--- config.mk ---
export PLATFORM = sky130hd
export DESIGN_NAME = framed_serial_dimmer_controller
export DESIGN_NICKNAME = d
export VERILOG_FILES = /design/src/hw/rtl/fsdc_pkg.sv /design/src/hw/rtl/framed_serial_dimmer_controller.sv /design/src/hw/rtl/fsdc_ctrl.sv /design/src/hw/rtl/fsdc_tx.sv
export VERILOG_INCLUDE_DIRS = /design/src /design/src/hw/rtl
export SDC_FILE = /design/constraint.sdc
export NUM_CORES = 1
export LEC_CHECK = 0
export ABC_AREA = 1
export ABC_CLOCK_PERIOD_IN_PS = 3450
export BUFFER_PORTS_ARGS = -buffer_cell sky130_fd_sc_hd__buf_2
export CAP_MARGIN = 0
export CELL_PAD_IN_SITES_DETAIL_PLACEMENT = 1
export CELL_PAD_IN_SITES_GLOBAL_PLACEMENT = 2
export CORE_MARGIN = 5
export CORE_UTILIZATION = 33
export DETAILED_ROUTE_END_ITERATION = 8
export PLACE_DENSITY_LB_ADDON = 0.1
export SLEW_MARGIN = 25
export SYNTH_ARGS = -nofsm -noshare
export SYNTH_HDL_FRONTEND = slang
export SYNTH_SLANG_ARGS = --single-unit
export TNS_END_PERCENT = 10
--- constraint.sdc ---
create_clock -name clk -period 3.45 [get_ports clk]
set_input_delay 0.5175 -clock clk [delete_from_list [all_inputs] [get_ports clk]]
set_output_delay 0.5175 -clock clk [all_outputs]
set_load 0.05 [all_outputs]
--- src/hw/rtl/framed_serial_dimmer_controller_macros.svh ---
// Assertion macros shared by the dimmer controller RTL.
`ifndef FRAMED_SERIAL_DIMMER_CONTROLLER_MACROS_SVH
`define FRAMED_SERIAL_DIMMER_CONTROLLER_MACROS_SVH
`ifndef SYNTHESIS
// Same-cycle implication, checked at every rising edge out of reset.
`define FSDC_ASSERT_NOW(label, clk, rst_n, ante, cons) \
    label: assert property (@(posedge clk) disable iff (!rst_n) (ante) |-> (cons)) \
        else $error("dimmer controller check failed");
// Next-cycle implication.
`define FSDC_ASSERT_NEXT(label, clk, rst_n, ante, cons) \
    label: assert property (@(posedge clk) disable iff (!rst_n) (ante) |=> (cons)) \
        else $error("dimmer controller check failed");
`else
`define FSDC_ASSERT_NOW(label, clk, rst_n, ante, cons)
`define FSDC_ASSERT_NEXT(label, clk, rst_n, ante, cons)
`endif
`endif

--- src/hw/rtl/fsdc_pkg.sv ---
// Types and constants of the framed serial dimmer controller.
package fsdc_pkg;

    typedef struct packed {
        logic [1:0] req_type;
        logic [7:0] rx_byte;
        logic [7:0] pot_value;
        logic       switch_on;
    } in_item_t;

    typedef struct packed {
        logic [7:0]  duty;
        logic        frame_valid;
        logic [7:0]  tx_byte;
        logic        last_of_run;
        logic [15:0] error_count;
    } out_item_t;

    typedef struct packed {
        logic [9:0] adc_period_ms;
        logic [9:0] fade_period_ms;
        logic [6:0] fade_step;
    } cfg_t;

    // One processed request as handed to the transmit stage.
    typedef struct packed {
        logic        report;
        logic [7:0]  value;
        logic [7:0]  duty;
        logic [15:0] error_count;
    } run_t;

    typedef enum logic [2:0] {
        PH_WAIT = 3'd0,
        PH_SIZE = 3'd1,
        PH_CMD  = 3'd2,
        PH_DATA = 3'd3,
        PH_END  = 3'd4
    } phase_t;

    localparam logic [1:0] REQ_BYTE = 2'd0;
    localparam logic [1:0] REQ_TICK = 2'd1;
    localparam logic [1:0] REQ_POT  = 2'd2;

    localparam logic [7:0] CMD_REPORT_POT  = 8'd0;
    localparam logic [7:0] CMD_SET_DUTY    = 8'd1;
    localparam logic [7:0] CMD_SET_SLEEP   = 8'd2;
    localparam logic [7:0] CMD_REPORT_DUTY = 8'd3;

    localparam logic [7:0] SLEEP_OFF  = 8'd0;
    localparam logic [7:0] SLEEP_FULL = 8'd1;
    localparam logic [7:0] SLEEP_FADE = 8'd2;
    localparam logic [7:0] SLEEP_MIN  = 8'd3;

    localparam logic [1:0] CFG_ADC_PERIOD  = 2'd0;
    localparam logic [1:0] CFG_FADE_PERIOD = 2'd1;
    localparam logic [1:0] CFG_FADE_STEP   = 2'd2;

    localparam logic [9:0] ADC_PERIOD_RST  = 10'd25;
    localparam logic [9:0] FADE_PERIOD_RST = 10'd50;
    localparam logic [6:0] FADE_STEP_RST   = 7'd1;
    localparam logic [8:0] FADE_INC_RST    = 9'd5;

    localparam logic [7:0] START_MARK  = 8'h3C;
    localparam logic [7:0] END_MARK    = 8'h3E;
    localparam logic [7:0] REPORT_SIZE = 8'd1;
    localparam logic [7:0] REPORT_CMD  = 8'd0;
    localparam logic [7:0] DUTY_MAX    = 8'd255;

    localparam logic [2:0] REPORT_LAST_IDX = 3'd4;

    // Byte of a report frame at position idx.
    function automatic logic [7:0] report_byte(input logic [2:0] idx, input logic [7:0] value);
        logic [7:0] b;
        unique case (idx)
            3'd0:    b = START_MARK;
            3'd1:    b = REPORT_SIZE;
            3'd2:    b = REPORT_CMD;
            3'd3:    b = value;
            default: b = END_MARK;
        endcase
        return b;
    endfunction

endpackage

--- src/hw/rtl/framed_serial_dimmer_controller.sv ---
// Flow: a request is registered at acceptance and processed once the result register is free;
// its first result transaction is offered in the cycle after it is processed.
// Throughput: one request per cycle when each gives a single result and the output does not
// stall; a report request holds the result register until all five frame bytes are taken.
// Reset (rst_n low, asynchronous): parser, timers, duty and error count take their
// reset values at once; configuration returns to 25 ms, 50 ms and step 1.
`include "framed_serial_dimmer_controller_macros.svh"

module framed_serial_dimmer_controller #(
    parameter int MAX_PAYLOAD = 16
) (
    input  logic                clk,
    input  logic                rst_n,
    input  logic                in_valid,
    output logic                in_ready,
    input  fsdc_pkg::in_item_t  in_item,
    output logic                out_valid,
    input  logic                out_ready,
    output fsdc_pkg::out_item_t out_item,
    input  logic                cfg_valid,
    output logic                cfg_ready,
    input  logic [1:0]          cfg_index,
    input  logic [9:0]          cfg_data
);

    // Configuration registers; writes land at once, the port never stalls.
    fsdc_pkg::cfg_t cfg_reg;

    assign cfg_ready = 1'b1;

    always_ff @(posedge clk or negedge rst_n)
    begin
        if (!rst_n)
        begin
            cfg_reg.adc_period_ms  <= fsdc_pkg::ADC_PERIOD_RST;
            cfg_reg.fade_period_ms <= fsdc_pkg::FADE_PERIOD_RST;
            cfg_reg.fade_step      <= fsdc_pkg::FADE_STEP_RST;
        end
        else if (cfg_valid)
        begin
            unique case (cfg_index)
                fsdc_pkg::CFG_ADC_PERIOD:  cfg_reg.adc_period_ms  <= cfg_data;
                fsdc_pkg::CFG_FADE_PERIOD: cfg_reg.fade_period_ms <= cfg_data;
                fsdc_pkg::CFG_FADE_STEP:   cfg_reg.fade_step      <= cfg_data[6:0];
                default: ;
            endcase
        end
    end

    // Input register: take a new transaction when none is held or the held one moves on.
    logic               in_valid_reg;
    fsdc_pkg::in_item_t in_item_reg;
    logic               proc_fire;
    logic               tx_free;
    fsdc_pkg::run_t     run;

    assign proc_fire = in_valid_reg && tx_free;
    assign in_ready  = !in_valid_reg || proc_fire;

    always_ff @(posedge clk or negedge rst_n)
    begin
        if (!rst_n)
            in_valid_reg <= 1'b0;
        else if (in_ready)
            in_valid_reg <= in_valid;
    end

    always_ff @(posedge clk)
    begin
        if (in_valid && in_ready)
            in_item_reg <= in_item;
    end

    // Parser and dimmer state advance once per processed request.
    fsdc_ctrl #(
        .MAX_PAYLOAD (MAX_PAYLOAD)
    ) u_ctrl (
        .clk   (clk),
        .rst_n (rst_n),
        .fire  (proc_fire),
        .item  (in_item_reg),
        .cfg   (cfg_reg),
        .run   (run)
    );

    // Result register; walks a report through its five bytes.
    fsdc_tx u_tx (
        .clk       (clk),
        .rst_n     (rst_n),
        .load      (proc_fire),
        .run       (run),
        .out_ready (out_ready),
        .out_valid (out_valid),
        .out_item  (out_item),
        .free      (tx_free)
    );

    // A processed request always shows a result in the next cycle.
    `FSDC_ASSERT_NEXT(a_proc_gives_result, clk, rst_n, proc_fire, out_valid)
    // A held request does not change while the result side is busy.
    `FSDC_ASSERT_NEXT(a_held_request_stable, clk, rst_n, in_valid_reg && !proc_fire, in_valid_reg && $stable(in_item_reg))
    // A result without a frame byte is a lone result with a zero byte.
    `FSDC_ASSERT_NOW(a_idle_result_shape, clk, rst_n, out_valid && !out_item.frame_valid, out_item.last_of_run && (out_item.tx_byte == 8'd0))
    // Inside a report run the next byte follows directly.
    `FSDC_ASSERT_NEXT(a_run_continues, clk, rst_n, out_valid && out_ready && !out_item.last_of_run, out_valid && out_item.frame_valid)

endmodule

--- src/hw/rtl/fsdc_ctrl.sv ---
// Frame parser, tick timers and duty control of the dimmer controller.
module fsdc_ctrl #(
    parameter int MAX_PAYLOAD = 16
) (
    input  logic              clk,
    input  logic              rst_n,
    input  logic              fire,
    input  fsdc_pkg::in_item_t item,
    input  fsdc_pkg::cfg_t     cfg,
    output fsdc_pkg::run_t     run
);

    localparam int SW = $clog2(MAX_PAYLOAD);
    localparam logic [8:0] MAX_W = 9'(MAX_PAYLOAD);

    fsdc_pkg::phase_t phase_reg, phase_next;
    logic [SW-1:0] size_reg, size_next;
    logic [SW-1:0] count_reg, count_next;
    logic [7:0]  cmd_reg, cmd_next;
    logic [7:0]  first_reg, first_next;
    logic [7:0]  sleep_reg, sleep_next;
    logic [7:0]  duty_reg, duty_next;
    logic [8:0]  inc_reg, inc_next;
    logic [7:0]  pot_rep_reg, pot_rep_next;
    logic [7:0]  pot_last_reg, pot_last_next;
    logic [9:0]  adc_cnt_reg, adc_cnt_next;
    logic [9:0]  fade_cnt_reg, fade_cnt_next;
    logic        adc_due_reg, adc_due_next;
    logic        fade_due_reg, fade_due_next;
    logic [15:0] reject_reg, reject_next;

    always_ff @(posedge clk or negedge rst_n)
    begin
        if (!rst_n)
        begin
            phase_reg    <= fsdc_pkg::PH_WAIT;
            size_reg     <= '0;
            count_reg    <= '0;
            cmd_reg      <= '0;
            first_reg    <= '0;
            sleep_reg    <= '0;
            duty_reg     <= '0;
            inc_reg      <= fsdc_pkg::FADE_INC_RST;
            pot_rep_reg  <= '0;
            pot_last_reg <= '0;
            adc_cnt_reg  <= '0;
            fade_cnt_reg <= '0;
            adc_due_reg  <= 1'b0;
            fade_due_reg <= 1'b0;
            reject_reg   <= '0;
        end
        else if (fire)
        begin
            phase_reg    <= phase_next;
            size_reg     <= size_next;
            count_reg    <= count_next;
            cmd_reg      <= cmd_next;
            first_reg    <= first_next;
            sleep_reg    <= sleep_next;
            duty_reg     <= duty_next;
            inc_reg      <= inc_next;
            pot_rep_reg  <= pot_rep_next;
            pot_last_reg <= pot_last_next;
            adc_cnt_reg  <= adc_cnt_next;
            fade_cnt_reg <= fade_cnt_next;
            adc_due_reg  <= adc_due_next;
            fade_due_reg <= fade_due_next;
            reject_reg   <= reject_next;
        end
    end

    logic [SW-1:0] count_inc;
    logic [9:0]    adc_inc, fade_inc_cnt;
    logic          fade_due_now;
    logic [8:0]    inc_sel;
    logic signed [9:0] fade_sum;
    logic          rep_pot, rep_duty;

    assign count_inc    = count_reg + 1'b1;
    assign adc_inc      = adc_cnt_reg + 10'd1;
    assign fade_inc_cnt = fade_cnt_reg + 10'd1;

    always_comb
    begin
        phase_next    = phase_reg;
        size_next     = size_reg;
        count_next    = count_reg;
        cmd_next      = cmd_reg;
        first_next    = first_reg;
        sleep_next    = sleep_reg;
        duty_next     = duty_reg;
        inc_next      = inc_reg;
        pot_rep_next  = pot_rep_reg;
        pot_last_next = pot_last_reg;
        adc_cnt_next  = adc_cnt_reg;
        fade_cnt_next = fade_cnt_reg;
        adc_due_next  = adc_due_reg;
        fade_due_next = fade_due_reg;
        reject_next   = reject_reg;
        rep_pot       = 1'b0;
        rep_duty      = 1'b0;
        fade_due_now  = fade_due_reg;
        inc_sel       = inc_reg;
        fade_sum      = '0;

        if (item.req_type == fsdc_pkg::REQ_BYTE)
        begin
            unique case (phase_reg)
                fsdc_pkg::PH_SIZE:
                begin
                    if ({1'b0, item.rx_byte} >= MAX_W)
                        phase_next = fsdc_pkg::PH_WAIT;
                    else
                    begin
                        size_next  = item.rx_byte[SW-1:0];
                        phase_next = fsdc_pkg::PH_CMD;
                    end
                end
                fsdc_pkg::PH_CMD:
                begin
                    cmd_next   = item.rx_byte;
                    phase_next = (size_reg != '0) ? fsdc_pkg::PH_DATA : fsdc_pkg::PH_END;
                end
                fsdc_pkg::PH_DATA:
                begin
                    if (count_reg == '0)
                        first_next = item.rx_byte;
                    count_next = count_inc;
                    if (count_inc == size_reg)
                        phase_next = fsdc_pkg::PH_END;
                end
                fsdc_pkg::PH_END:
                begin
                    phase_next = fsdc_pkg::PH_WAIT;
                    if (item.rx_byte == fsdc_pkg::END_MARK)
                    begin
                        unique case (cmd_reg)
                            fsdc_pkg::CMD_REPORT_POT:  rep_pot = 1'b1;
                            fsdc_pkg::CMD_SET_DUTY:
                            begin
                                if (item.switch_on)
                                    duty_next = first_reg;
                            end
                            fsdc_pkg::CMD_SET_SLEEP:   sleep_next = first_reg;
                            fsdc_pkg::CMD_REPORT_DUTY: rep_duty = 1'b1;
                            default: ;
                        endcase
                    end
                    else
                        reject_next = reject_reg + 16'd1;
                end
                default:
                begin
                    if (item.rx_byte == fsdc_pkg::START_MARK)
                    begin
                        phase_next = fsdc_pkg::PH_SIZE;
                        count_next = '0;
                    end
                end
            endcase
        end
        else if (item.req_type == fsdc_pkg::REQ_TICK)
        begin
            // Advance both period counters; fold back once when a period is due.
            adc_cnt_next = adc_inc;
            if (adc_inc >= cfg.adc_period_ms)
            begin
                adc_cnt_next = adc_inc - cfg.adc_period_ms;
                adc_due_next = 1'b1;
            end
            fade_cnt_next = fade_inc_cnt;
            if (fade_inc_cnt >= cfg.fade_period_ms)
            begin
                fade_cnt_next = fade_inc_cnt - cfg.fade_period_ms;
                fade_due_now  = 1'b1;
            end
            fade_due_next = fade_due_now;

            if (!item.switch_on)
            begin
                rep_duty = 1'b1;
                unique case (sleep_reg)
                    fsdc_pkg::SLEEP_OFF:  duty_next = 8'd0;
                    fsdc_pkg::SLEEP_FULL: duty_next = fsdc_pkg::DUTY_MAX;
                    fsdc_pkg::SLEEP_FADE:
                    begin
                        // Turn the fade around at either bound.
                        if (duty_reg <= 8'd1)
                            inc_sel = {2'b00, cfg.fade_step};
                        else if (duty_reg == fsdc_pkg::DUTY_MAX)
                            inc_sel = 9'd0 - {2'b00, cfg.fade_step};
                        inc_next = inc_sel;
                        if (fade_due_now)
                        begin
                            fade_due_next = 1'b0;
                            fade_sum = $signed({2'b00, duty_reg}) + $signed({inc_sel[8], inc_sel});
                            if (fade_sum < 10'sd0)
                                duty_next = 8'd0;
                            else if (fade_sum > 10'sd255)
                                duty_next = fsdc_pkg::DUTY_MAX;
                            else
                                duty_next = fade_sum[7:0];
                        end
                    end
                    fsdc_pkg::SLEEP_MIN:  duty_next = 8'd1;
                    default: ;
                endcase
            end
        end
        else if (item.req_type == fsdc_pkg::REQ_POT)
        begin
            if (item.switch_on && adc_due_reg)
            begin
                adc_due_next = 1'b0;
                if (item.pot_value != pot_last_reg)
                begin
                    pot_last_next = item.pot_value;
                    duty_next     = item.pot_value;
                    pot_rep_next  = item.pot_value;
                    rep_duty      = 1'b1;
                end
            end
        end
    end

    always_comb
    begin
        run.report      = rep_pot | rep_duty;
        run.value       = rep_pot ? pot_rep_reg : duty_next;
        run.duty        = duty_next;
        run.error_count = reject_next;
    end

endmodule

--- src/hw/rtl/fsdc_tx.sv ---
// Result register and report serializer of the dimmer controller.
module fsdc_tx (
    input  logic                clk,
    input  logic                rst_n,
    input  logic                load,
    input  fsdc_pkg::run_t      run,
    input  logic                out_ready,
    output logic                out_valid,
    output fsdc_pkg::out_item_t out_item,
    output logic                free
);

    logic           valid_reg, valid_next;
    logic [2:0]     idx_reg, idx_next;
    fsdc_pkg::run_t run_reg;
    logic           last;

    assign last      = !run_reg.report || (idx_reg == fsdc_pkg::REPORT_LAST_IDX);
    assign free      = !valid_reg || (out_ready && last);
    assign out_valid = valid_reg;

    always_comb
    begin
        valid_next = valid_reg;
        idx_next   = idx_reg;
        if (load)
        begin
            valid_next = 1'b1;
            idx_next   = 3'd0;
        end
        else if (valid_reg && out_ready)
        begin
            if (last)
                valid_next = 1'b0;
            else
                idx_next = idx_reg + 3'd1;
        end
    end

    always_ff @(posedge clk or negedge rst_n)
    begin
        if (!rst_n)
        begin
            valid_reg <= 1'b0;
            idx_reg   <= '0;
        end
        else
        begin
            valid_reg <= valid_next;
            idx_reg   <= idx_next;
        end
    end

    // Hold the run payload until the next item is loaded.
    always_ff @(posedge clk)
    begin
        if (load)
            run_reg <= run;
    end

    always_comb
    begin
        out_item.duty        = run_reg.duty;
        out_item.frame_valid = run_reg.report;
        out_item.tx_byte     = run_reg.report ?
                               fsdc_pkg::report_byte(idx_reg, run_reg.value) : 8'd0;
        out_item.last_of_run = last;
        out_item.error_count = run_reg.error_count;
    end

endmodule

Word-level counts from Yosys, hierarchy flattened. Index checks and enable logic that the tools add are counted.

Bits in registers: 182.

Add/subtract/negate cells: 9. Magnitude comparators: 6. Eq/ne operators: 26. Muxes and demuxes: 63. Bitwise gates (word level): 6. Reductions and logical operators: 40.

Operators by type and width (number): $mux 8 (15); $pmux 8 s4 (2); $mux 9 (6); $mux 16 (3); $eq 8x2->1 const B (4); $mux 1 (25); $add 10x1->10 const B (2); $ge 10x10->1 (2); $mux 10 (2); $sub 10x10->10 (2); $mux 3 (6); $add 16x1->16 const B (1); $eq 8x1->1 const B (2); $eq 8x6->1 const B (2); $logic_not 8->1 (2); $reduce_and 4->1 (4); $reduce_and 5->1 (3); $eq 3x2->1 const B (4); $pmux 3 s4 (1); $add 9x9->10 (1); $gt 10x9->1 const B (1); $lt 10x1->1 const B (1); $reduce_and 2->1 (5); $reduce_bool 2->1 (5); 30 further kinds (49).

Longest topological paths before layout. Gate-level depths: netlist of the first run.

Depth after elaboration: 17. Mapped depth: 28.

Modules after synthesis. From an unflattened synthesis of the first run, not the netlist that was laid out.

Cell total of the unflattened synthesis: 1357. Area, all modules: 11068.1 um2.

Modules (own cells, without submodules): fsdc_ctrl (instances 1, cells an instance 1085, area an instance 7704.9 um2, seq. area each 2454.9 um2); framed_serial_dimmer_controller (instances 1, cells an instance 150, area an instance 1765.4 um2, seq. area each 1280.0 um2); fsdc_tx (instances 1, cells an instance 122, area an instance 1597.8 um2, seq. area each 1091.0 um2).

Worst setup path before layout of the first run. No wires, ideal clock.

Path kind: reg2reg. Start point: register u_ctrl.duty_reg[4]. End point: register u_tx.run_reg[27] (netlist bit), data pin. Library setup time: 254 ps. Arrival: 2984 ps. Required time: 3196 ps. Slack: 211 ps. Stages on the path, launching flop included: 27. Path buffers: 1. Cell sequence: dfrtp_1 -> inv_1 -> nand2_1 -> nor2_1 -> nand2_1 -> clkbuf_1 -> nand2_1 -> o21ai_0 -> inv_1 -> ha_1 -> fa_1 -> nand3_1 -> nand2_1 -> nand4_1 -> nand2_1 -> nand2_1 -> nand3_1 -> nand2_1 -> nand2_1 -> nand2_1 -> nand2_1 -> nand2_1 -> nand2_1 -> nand2_1 -> nand2_2 -> nand2_1 -> nand2_1.

RTL lines: start: declaration (line fsdc_ctrl.sv:22) `logic [7:0] duty_reg, duty_next;`; start signal: assignment (line fsdc_ctrl.sv:60) `duty_reg <= duty_next;`; end signal: assignment (line fsdc_tx.sv:58) `run_reg <= run;`; end: declaration (line fsdc_tx.sv:15) `fsdc_pkg::run_t run_reg;`.

==> flow_metrics.tcl, run 1 <==
set metrics [dict create \
    synth_commonest_cells "nand2_1 (328), inv_1 (191), o21ai_0 (122)" \
    initial_utilization 0.3363 \
    synth_top_family_by_area "simple AND/OR/NAND/NOR gates" \
    largest_reg_flops 27 \
    h-tree-depth 4 \
    ff2ff_path_depth 26 \
    worst_ep_arrival_time_ps 3490 \
    synth_edf_count 52 \
    yosysWarningCount 0 \
    cts_buffer_depth 2 \
    synth_adder_area_share 0.05255 \
    io_pins 73 \
    skew_ps 11.75 \
    gp_congestion 0.8150 \
    clk_pin_slew_worst_paths_ps 80 \
    pwr-share-seq 0.295 \
    overflow 0 \
    p_int_mw 6.100 \
    grt_max_degree 67 \
    routedWlPerCell_um 16.67 \
    layout_min_cycle_time_ps 3279 \
    powerDensity_nw_per_um2 868.2 \
    crit_path_start_kind "register" \
    setup.worst_path.end_class "register" \
    cts_root_buf "clkbuf_16" \
    slew_headroom 0.4062 \
    max-vdd-ir-drop_mv 0.3975 \
    cts_sinks 182 \
    clockPowerShare 0.187 \
    layout.nets 1492 \
    tightestPinTransition_ps 883.4 \
    avgSynthCellArea_um2 8.167 \
    area_growth_pct 19.47 \
    cp_max_fo 5 \
    hold_path_class "in2async" \
    wl_um 30490 \
    grt_pass1_wl_um 49780 \
    synth.net_count 1385 \
    synth_mux_area_frac 0.009501 \
    synth_area_leaders "dfrtp_1 (28%), edfxtp_1 (15%), nand2_1 (12%), inv_1 (6.7%), o21ai_0 (5.7%)" \
    critPathKind "reg2reg" \
    cp_data_required_time_ps 3660 \
    p_leak_nw 6.110 \
    fin_setup_tns_ps 0 \
    clk_latency_ps 450 \
    power.switching_mw 4.964 \
    synth_top_cell_by_area "dfrtp_1" \
    grt_pass1_vias 9217 \
    fin_hold_ws_ps 61.23 \
    p_sw_frac 0.4487 \
    viasPerCell 4.775 \
    synth_top_cell_area_share 0.2839 \
    finalInstanceArea_um2 12740 \
    cts_buffers 17 \
    die_w_um 189.8 \
    finalHoldViolCount 0 \
    status "completed" \
    synthXorXnorAreaFrac 0.04598 \
    setup_viol 0 \
    synth.most_common_cell "nand2_1" \
    period_share 0.9503 \
    ys_ff_latch 182 \
    num_rows 65 \
    dpl_cell_area_um2 11670 \
    cts_tree "done" \
    drt_iter0_drc 413 \
    syn-cell-area_um2 10670 \
    fp.dieH_um 189.8 \
    drc 0 \
    fmax_mhz 305.0 \
    rrSetupSlack_ps 170 \
    portBuffers 71 \
    cts_hold_buffers 0 \
    drt_pass1_iterations 5 \
    combinationalPowerShare 0.518 \
    synth_compound_area_frac 0.1240 \
    fp.dieArea_um2 36020 \
    synth_ff_type "dfrtp_1" \
    core_area_um2 31720 \
    drive_gt1_frac 0.2146 \
    r2r-start "u_ctrl.fade_cnt_reg[0]" \
    maxCapViolCount 0 \
    num_vias 8734 \
    grt_use_total 0.1733 \
    antenna_found_initial 0 \
    synthArstFlopShare 0.7143 \
    r2r_end "u_tx.run_reg[29]" \
    synth.distinct_cells 55 \
    place_hpwl_um 23380 \
    final_max_slew_viol_count 0 \
    ant_nets 0 \
    ys_seq_area_frac 0.4524 \
    synthCells 1306 \
    synthSimpleGateAreaFrac 0.2158 \
]
==> cell usage in the layout (no fill, tap or decap), types with 5 or more instances in the layout <==
cell type,instances
a21oi_1,59
a22oi_1,6
buf_2,70
buf_4,66
clkbuf_16,17
clkinv_8,5
dfrtp_1,115
dfrtp_2,6
dfstp_2,9
edfxtp_1,52
ha_1,27
ha_4,11
inv_1,183
inv_2,13
mux2_2,9
nand2_1,313
nand2_2,18
nand3_1,45
nand3_2,9
nand4_1,14
nor2_1,70
nor2_2,7
nor2_4,6
nor3_1,13
nor3_2,5
nor4_1,5
o211ai_1,7
o21ai_0,116
o21ai_1,9
o21ai_2,9
o22ai_1,6
or2_2,9
xnor2_1,18
xor2_1,38
==> power groups by stage <==
stage	clock network, mW	registers, mW	logic, mW
floorplan	0	3.17	3.74
detailed placement	0	3.30	5.30
finish	2.07	3.26	5.73
global route	2.24	3.33	6.48
global placement	0	3.28	5.25
CTS	2.15	3.26	5.36
==> metal layers <==
metal  up-vias  global-route usage  part of all wire
met2        85              0.2768              0.46
met4         0             0.03311            0.0079
met3        15             0.03083             0.027
met1      4201              0.2494              0.50
li1       4433                   -                 -
met5         -                   0                 0
==> layout make-up <==
| type | count | area, um^2 |
|---|---|---|
| clock inverters | 15 | 200.2 |
| multi-input cells | 874 | 5121 |
| fillers | 3800 | 18970 |
| flip-flops and latches | 182 | 4833 |
| inverters | 198 | 749.5 |
| repair buffers | 140 | 908.4 |
| well taps | 402 | 503.0 |
| clock buffers | 17 | 425.4 |
| diodes | 1 | 2.502 |
==> worst max-delay path, cell delays in order (launching register included) <==
cell and delay, ps:
dfrtp_1 370, buf_4 140, ha_2 180, nand3_1 100, nor2_1 90, inv_1 80
nor3_2 160, xnor2_1 150, inv_1 110, ha_4 230, nand2_2 80, inv_1 90
a21boi_4 170, nand4_4 130, nor2_4 210, buf_12 140, nand2_1 50, nand2_1 60
inv_1 40, nand2_1 60, nand2_1 50, nand2_1 50, nand2_1 50, nand2_1 70
nand2_2 70, nand2_1 60, nand2_1 50
==> cell families after synthesis <==
kind of cell,count (synthesis)
muxes,9
other,1
buffers and inverters,250
xor gates and xnor gates,56
AOI/OAI and AO/OA,238
DFF,182
and+or+nand+nor,527
adders and majority gates,43
==> stage by stage <==
step | std cells | setup slack, ps | power (mW) | util
5_1_grt | 1828 | -61.18 | 12.05 | 0.4017
6_report | 1829 | 171.4 | 11.06 | 0.4018
4_1_cts | 1817 | 5.338 | 10.77 | 0.3884
3_3_place_gp | 1784 | -128.0 | 8.532 | 0.3680
2_1_floorplan | 1306 | 211.3 | 6.904 | -
3_5_place_dp | 1784 | -167.7 | 8.598 | 0.3680
==> worst max-delay path by stage <==
stage	start	endpoint	slack [ps]	cells after the start
2_1_floorplan	u_ctrl.duty_reg[4]	u_tx.run_reg[27]	210	26
3_3_place_gp	cfg_reg[0]	u_tx.out_item[33]	-130	24
3_5_place_dp	cfg_reg[0]	u_tx.out_item[33]	-170	24
4_1_cts	cfg_reg[0]	u_tx.out_item[33]	5	24
5_1_grt	u_ctrl.fade_cnt_reg[0]	u_ctrl.duty_reg[5]	-60	27
6_report	u_ctrl.fade_cnt_reg[0]	u_tx.run_reg[29]	170	26
==> repair_timing <==
item / 4_1_cts / 5_1_grt
endpoints found under the setup margin: 21 / 33
gates resized for setup: 4 / 82
buffers inserted: 1 / 11
pin swaps: 3 / 23
(Power assumes the default switching activity.)
==> inputs of run 2 (changes only) <==
- ABC_CLOCK_PERIOD_IN_PS: 3450 -> 3750
- CORE_UTILIZATION: 33 -> 37
- clock period: 3.45 -> 3.75 ns (I/O delays scaled with it)
==> flow_metrics.tcl, run 2 (synthesis gave the netlist of run 1 again) <==
set metrics [dict create \
    finalHoldViolCount 0 \
    clk_latency_ps 450 \
    io_pins 73 \
    drc 0 \
    slew_headroom 0.3492 \
    portBuffers 71 \
    cts_root_buf "clkbuf_16" \
    largest_reg_flops 27 \
    maxCapViolCount 0 \
    routedWlPerCell_um 16.49 \
    n_antenna_cell 0 \
    overflow 0 \
    skew_ps 14.77 \
    cp-startpoint "cfg_reg[0]" \
    die_w_um 179.8 \
    setup.worst_path.end_class "register" \
    fp.dieArea_um2 32320 \
    fmax_mhz 293.3 \
    clk_pin_slew_worst_paths_ps 70 \
    layout_min_cycle_time_ps 3409 \
    final_common_cell "nand2_1" \
    grt_max_degree 77 \
    hold_path_class "in2async" \
    viasPerCell 4.894 \
    grt_pass1_wl_um 47370 \
    multi_input_area_um2 4848 \
    drt_pass1_iterations 4 \
    r2r-start "cfg_reg[0]" \
    tightestPinTransition_ps 968.1 \
    powerDensity_nw_per_um2 784.3 \
    ff2ff_path_depth 24 \
    cp_max_fo 7 \
    worst_ep_arrival_time_ps 3610 \
    initial_utilization 0.3736 \
    gp_congestion 0.8134 \
    drive_gt1_frac 0.1503 \
    area_growth_pct 12.69 \
    crit_path_start_kind "register" \
    rsz0062_at_grt "no" \
    max-vdd-ir-drop_mv 0.3391 \
    final_max_slew_viol_count 0 \
    setup_viol 0 \
    grt_pass1_vias 8862 \
    h-tree-depth 4 \
    cts_buffer_depth 2 \
    cts_hold_buffers 0 \
    seq_area_um2 4830 \
    layout.nets 1443 \
    wl_um 29040 \
    final_cell_mix "nand2_1 (326), inv_1 (187), o21ai_0 (121)" \
    nFillCells 3529 \
    layout_setup_ws_ps 341.0 \
    status "completed" \
    fp.dieH_um 179.8 \
    cp_data_required_time_ps 3960 \
    num_vias 8619 \
    period_share 0.9091 \
    critPathKind "reg2reg" \
    antenna_found_initial 0 \
    place_hpwl_um 22180 \
    core_area_um2 28550 \
    cts_sinks 182 \
    fin_setup_tns_ps 0 \
    grt_use_total 0.1811 \
    drt_iter0_drc 351 \
    place_ws_ps 55.53 \
    cts_tree "done" \
    p_leak_nw 5.804 \
    num_rows 62 \
    ant_nets 0 \
    cts_buffers 17 \
]
==> run 2: layer usage <==
metal | GRT usage | routed length (um) | vias to the layer above
li1 | - | - | 4322
met1 | 0.2580 | 14550 | 4175
met2 | 0.2908 | 13400 | 97
met3 | 0.02708 | 757 | 25
met4 | 0.04633 | 326 | 0
met5 | 0 | 0 | -
==> run 2: cell type report <==
class,count,share of cell area
well taps,384,0.03997
clock buffers,19,0.03602
multi-input cells,874,0.4034
clock inverters,13,0.01218
repair buffers,91,0.04465
flip-flops and latches,182,0.4018
inverters,198,0.06204
==> run 2: final timing paths <==
path	slack, ps	end
hold reg to reg	470	u_ctrl.inc_reg[2]
max in group asynchronous	2820	in_valid_reg
setup / recovery	340	u_tx.run_reg[29]
hold / removal	80	cfg_reg[24]
setup reg to reg	340	u_tx.run_reg[29]
min in group clk	290	in_item_reg[17]
==> run 2: where the power goes <==
group / switching [mW] / total [mW] / internal [mW]
Sequential: 0.400 / 3.00 / 2.60
Combinational: 2.98 / 4.60 / 1.62
Clock: 0.830 / 1.82 / 0.992
==> run 2: critical path: stages (launching register included) <==
cell,delay (ps)
dfstp_2,530
inv_1,60
ha_1,290
or2_2,300
a31oi_2,210
inv_1,110
ha_1,280
nand3_1,80
nand3_1,140
nand2_1,120
nand2_1,60
nand2_1,90
nor2_1,60
nand2_2,120
nand3_1,90
nand2_1,70
nand2_1,60
nand2_1,60
nand2_1,50
nand2_1,90
nand2_1,50
nand2_1,70
nand2_2,70
nand2_1,70
nand2_1,50
==> run 2: what timing repair did <==
item                       CTS  global route
setup endpoints to repair    0            24
resized for setup            0            23
setup buffers                0             6
==> run 2: stage by stage <==
step                      utilization  std cells  hold slack (ps)  area (um^2)  total power [mW]
after global placement         0.3968       1723            453.7        11330             7.491
after floorplan                     -       1306            266.9        10670             6.352
final                          0.4211       1761            80.34        12020             9.427
after detailed placement       0.3968       1723            462.8        11330             7.547
after global routing           0.4211       1761            115.7        12020             10.25
after CTS                      0.4171       1755            86.60        11910             9.431
==> inputs of run 3 (changes only) <==
- ABC_CLOCK_PERIOD_IN_PS: 3750 -> 2800
- CORE_UTILIZATION: 37 -> 33
- clock period: 3.75 -> 2.8 ns (I/O delays scaled with it)
==> flow_metrics.tcl, run 3 (synthesis gave the netlist of run 1 again) <==
set metrics [dict create \
    cts_buffers 17 \
    critPathKind "reg2reg" \
    combinationalPowerShare 0.556 \
    viasPerCell 4.789 \
    initial_utilization 0.3363 \
    fp.dieH_um 189.8 \
    layout_setup_ws_ps -477.1 \
    final_max_slew_viol_count 0 \
    crit_path_start_kind "register" \
    skew_ps 15.94 \
    max-vdd-ir-drop_mv 0.5759 \
    tightestPinTransition_ps 817.4 \
    cts_sinks 182 \
    p_sw_frac 0.4424 \
    grt_use_total 0.1773 \
    pwr-share-seq 0.275 \
    place_ws_ps -695.1 \
    layout_min_cycle_time_ps 3277 \
    ant_nets 0 \
    drt_iter0_drc 319 \
    grt_pass1_wl_um 50890 \
    n_antenna_cell 0 \
    cp_data_required_time_ps 3130 \
    slew_headroom 0.4505 \
    overflow 0 \
    routedWlPerCell_um 16.50 \
    powerDensity_nw_per_um2 1087 \
    worst_ep_arrival_time_ps 3600 \
    clockPowerShare 0.170 \
    setup_viol 32 \
    finalHoldViolCount 0 \
    total_power_mw 14.49 \
    status "finished, violations left" \
    num_vias 9052 \
    hold_path_class "in2reg" \
    layout.nets 1554 \
    cts_root_buf "clkbuf_16" \
    whs_path_depth 1 \
    rsz0062_at_grt "yes" \
    postLayoutCoreUtil 0.4203 \
    p_leak_nw 6.440 \
    core_area_um2 31720 \
    final_common_cell "nand2_1" \
    final_cell_mix "nand2_1 (305), inv_1 (179), buf_4 (123)" \
    setup.worst_path.end_class "register" \
    cp_max_fo 4 \
    failed_checks "negative setup slack" \
    io_pins 73 \
    placed_cells 1844 \
    h-tree-depth 4 \
    stdcell_count 1890 \
    grt_pass1_vias 9419 \
    die_w_um 189.8 \
    drt_pass1_iterations 4 \
    fmax_mhz 305.1 \
    fp.dieArea_um2 36020 \
    clk_latency_ps 460 \
    place_hpwl_um 24150 \
    area_growth_pct 24.97 \
    fin_hold_ws_ps 124.8 \
    cts_tree "done" \
    power.switching_mw 6.410 \
    drc 0 \
    wl_um 31180 \
    finalInstanceArea_um2 13330 \
    portBuffers 71 \
    cts_buffer_depth 2 \
    ff2ff_path_depth 24 \
    period_share 1.170 \
    hold_end "in_item_reg[17]" \
    gp_congestion 0.8224 \
    drive_gt1_frac 0.2608 \
    num_rows 65 \
    antenna_found_initial 1 \
    p_int_mw 8.079 \
    r2r-start "u_ctrl.fade_cnt_reg[0]" \
    largest_reg_flops 27 \
    r2r_end "u_tx.run_reg[27]" \
    dpl_cell_area_um2 12240 \
    maxCapViolCount 0 \
    hp-start "in_item[17]" \
    clk_pin_slew_worst_paths_ps 80 \
    fin_setup_tns_ps -10010 \
    grt_max_degree 61 \
    rrSetupSlack_ps -480 \
]
-- run 3: cell type report --
class | count | area [um^2]
clock buffers | 17 | 425.4
clock inverters | 15 | 156.4
fillers | 3835 | 18390
inverters | 198 | 754.5
multi-input cells | 874 | 5253
flip-flops and latches | 182 | 4826
well taps | 402 | 503.0
repair buffers | 202 | 1413
-- run 3: timing repair --
item | CTS | global route
endpoints found under the hold margin | 50 | 0
setup buffers | 8 | 5
gates resized for setup | 37 | 58
pin swaps | 16 | 33
hold buffers | 1 | 0
setup endpoints to repair | 43 | 45
-- run 3: power by group through the flow --
| stage | Clock [mW] | Combinational, mW | Sequential (mW) |
|---|---|---|---|
| 2_1_floorplan | 0 | 4.78 | 3.91 |
| 3_3_place_gp | 0 | 7.21 | 4.01 |
| 3_5_place_dp | 0 | 7.30 | 4.03 |
| 4_1_cts | 2.53 | 7.72 | 3.99 |
| 5_1_grt | 2.64 | 9.01 | 4.08 |
| 6_report | 2.46 | 8.05 | 3.98 |
-- run 3: worst max-delay path by stage --
stage                      startpoint          endpoint  slack (ps)  cells past startpoint
3_3_place_gp   u_ctrl.fade_cnt_reg[0]  u_tx.run_reg[30]        -670                     21
6_report       u_ctrl.fade_cnt_reg[0]  u_tx.run_reg[27]        -480                     24
2_1_floorplan              cfg_reg[0]  u_tx.run_reg[25]        -160                     27
4_1_cts        u_ctrl.fade_cnt_reg[0]  u_tx.run_reg[27]        -560                     24
3_5_place_dp   u_ctrl.fade_cnt_reg[0]  u_tx.run_reg[25]        -700                     23
5_1_grt        u_ctrl.fade_cnt_reg[0]  u_tx.run_reg[25]        -730                     24
-- run 3: metal layers --
metal  routed length, um  GRT usage  up-vias
li1                    -          -     4542
met1               15590     0.2511     4396
met2               14340     0.2861       92
met3                 935    0.03138       22
met4                 318    0.03784        0
met5                   0          0        -
-- run 3: worst max-delay path, stage by stage (launching register included) --
cell and delay, ps:
dfrtp_1 410, nand3_2 100, nor2_1 130, nand2_1 100, nor3_2 150, nand3_1 120
xor2_1 180, inv_2 80, ha_4 270, a21oi_2 150, a21boi_4 210, nand4_4 120
nor2_4 210, buf_4 160, inv_4 40, buf_12 120, nand2_1 60, nand2_1 60
nand2_1 60, nand2_1 50, nand2_1 50, nand2_1 60, nand2_2 110, nand2_1 60
nand2_1 90
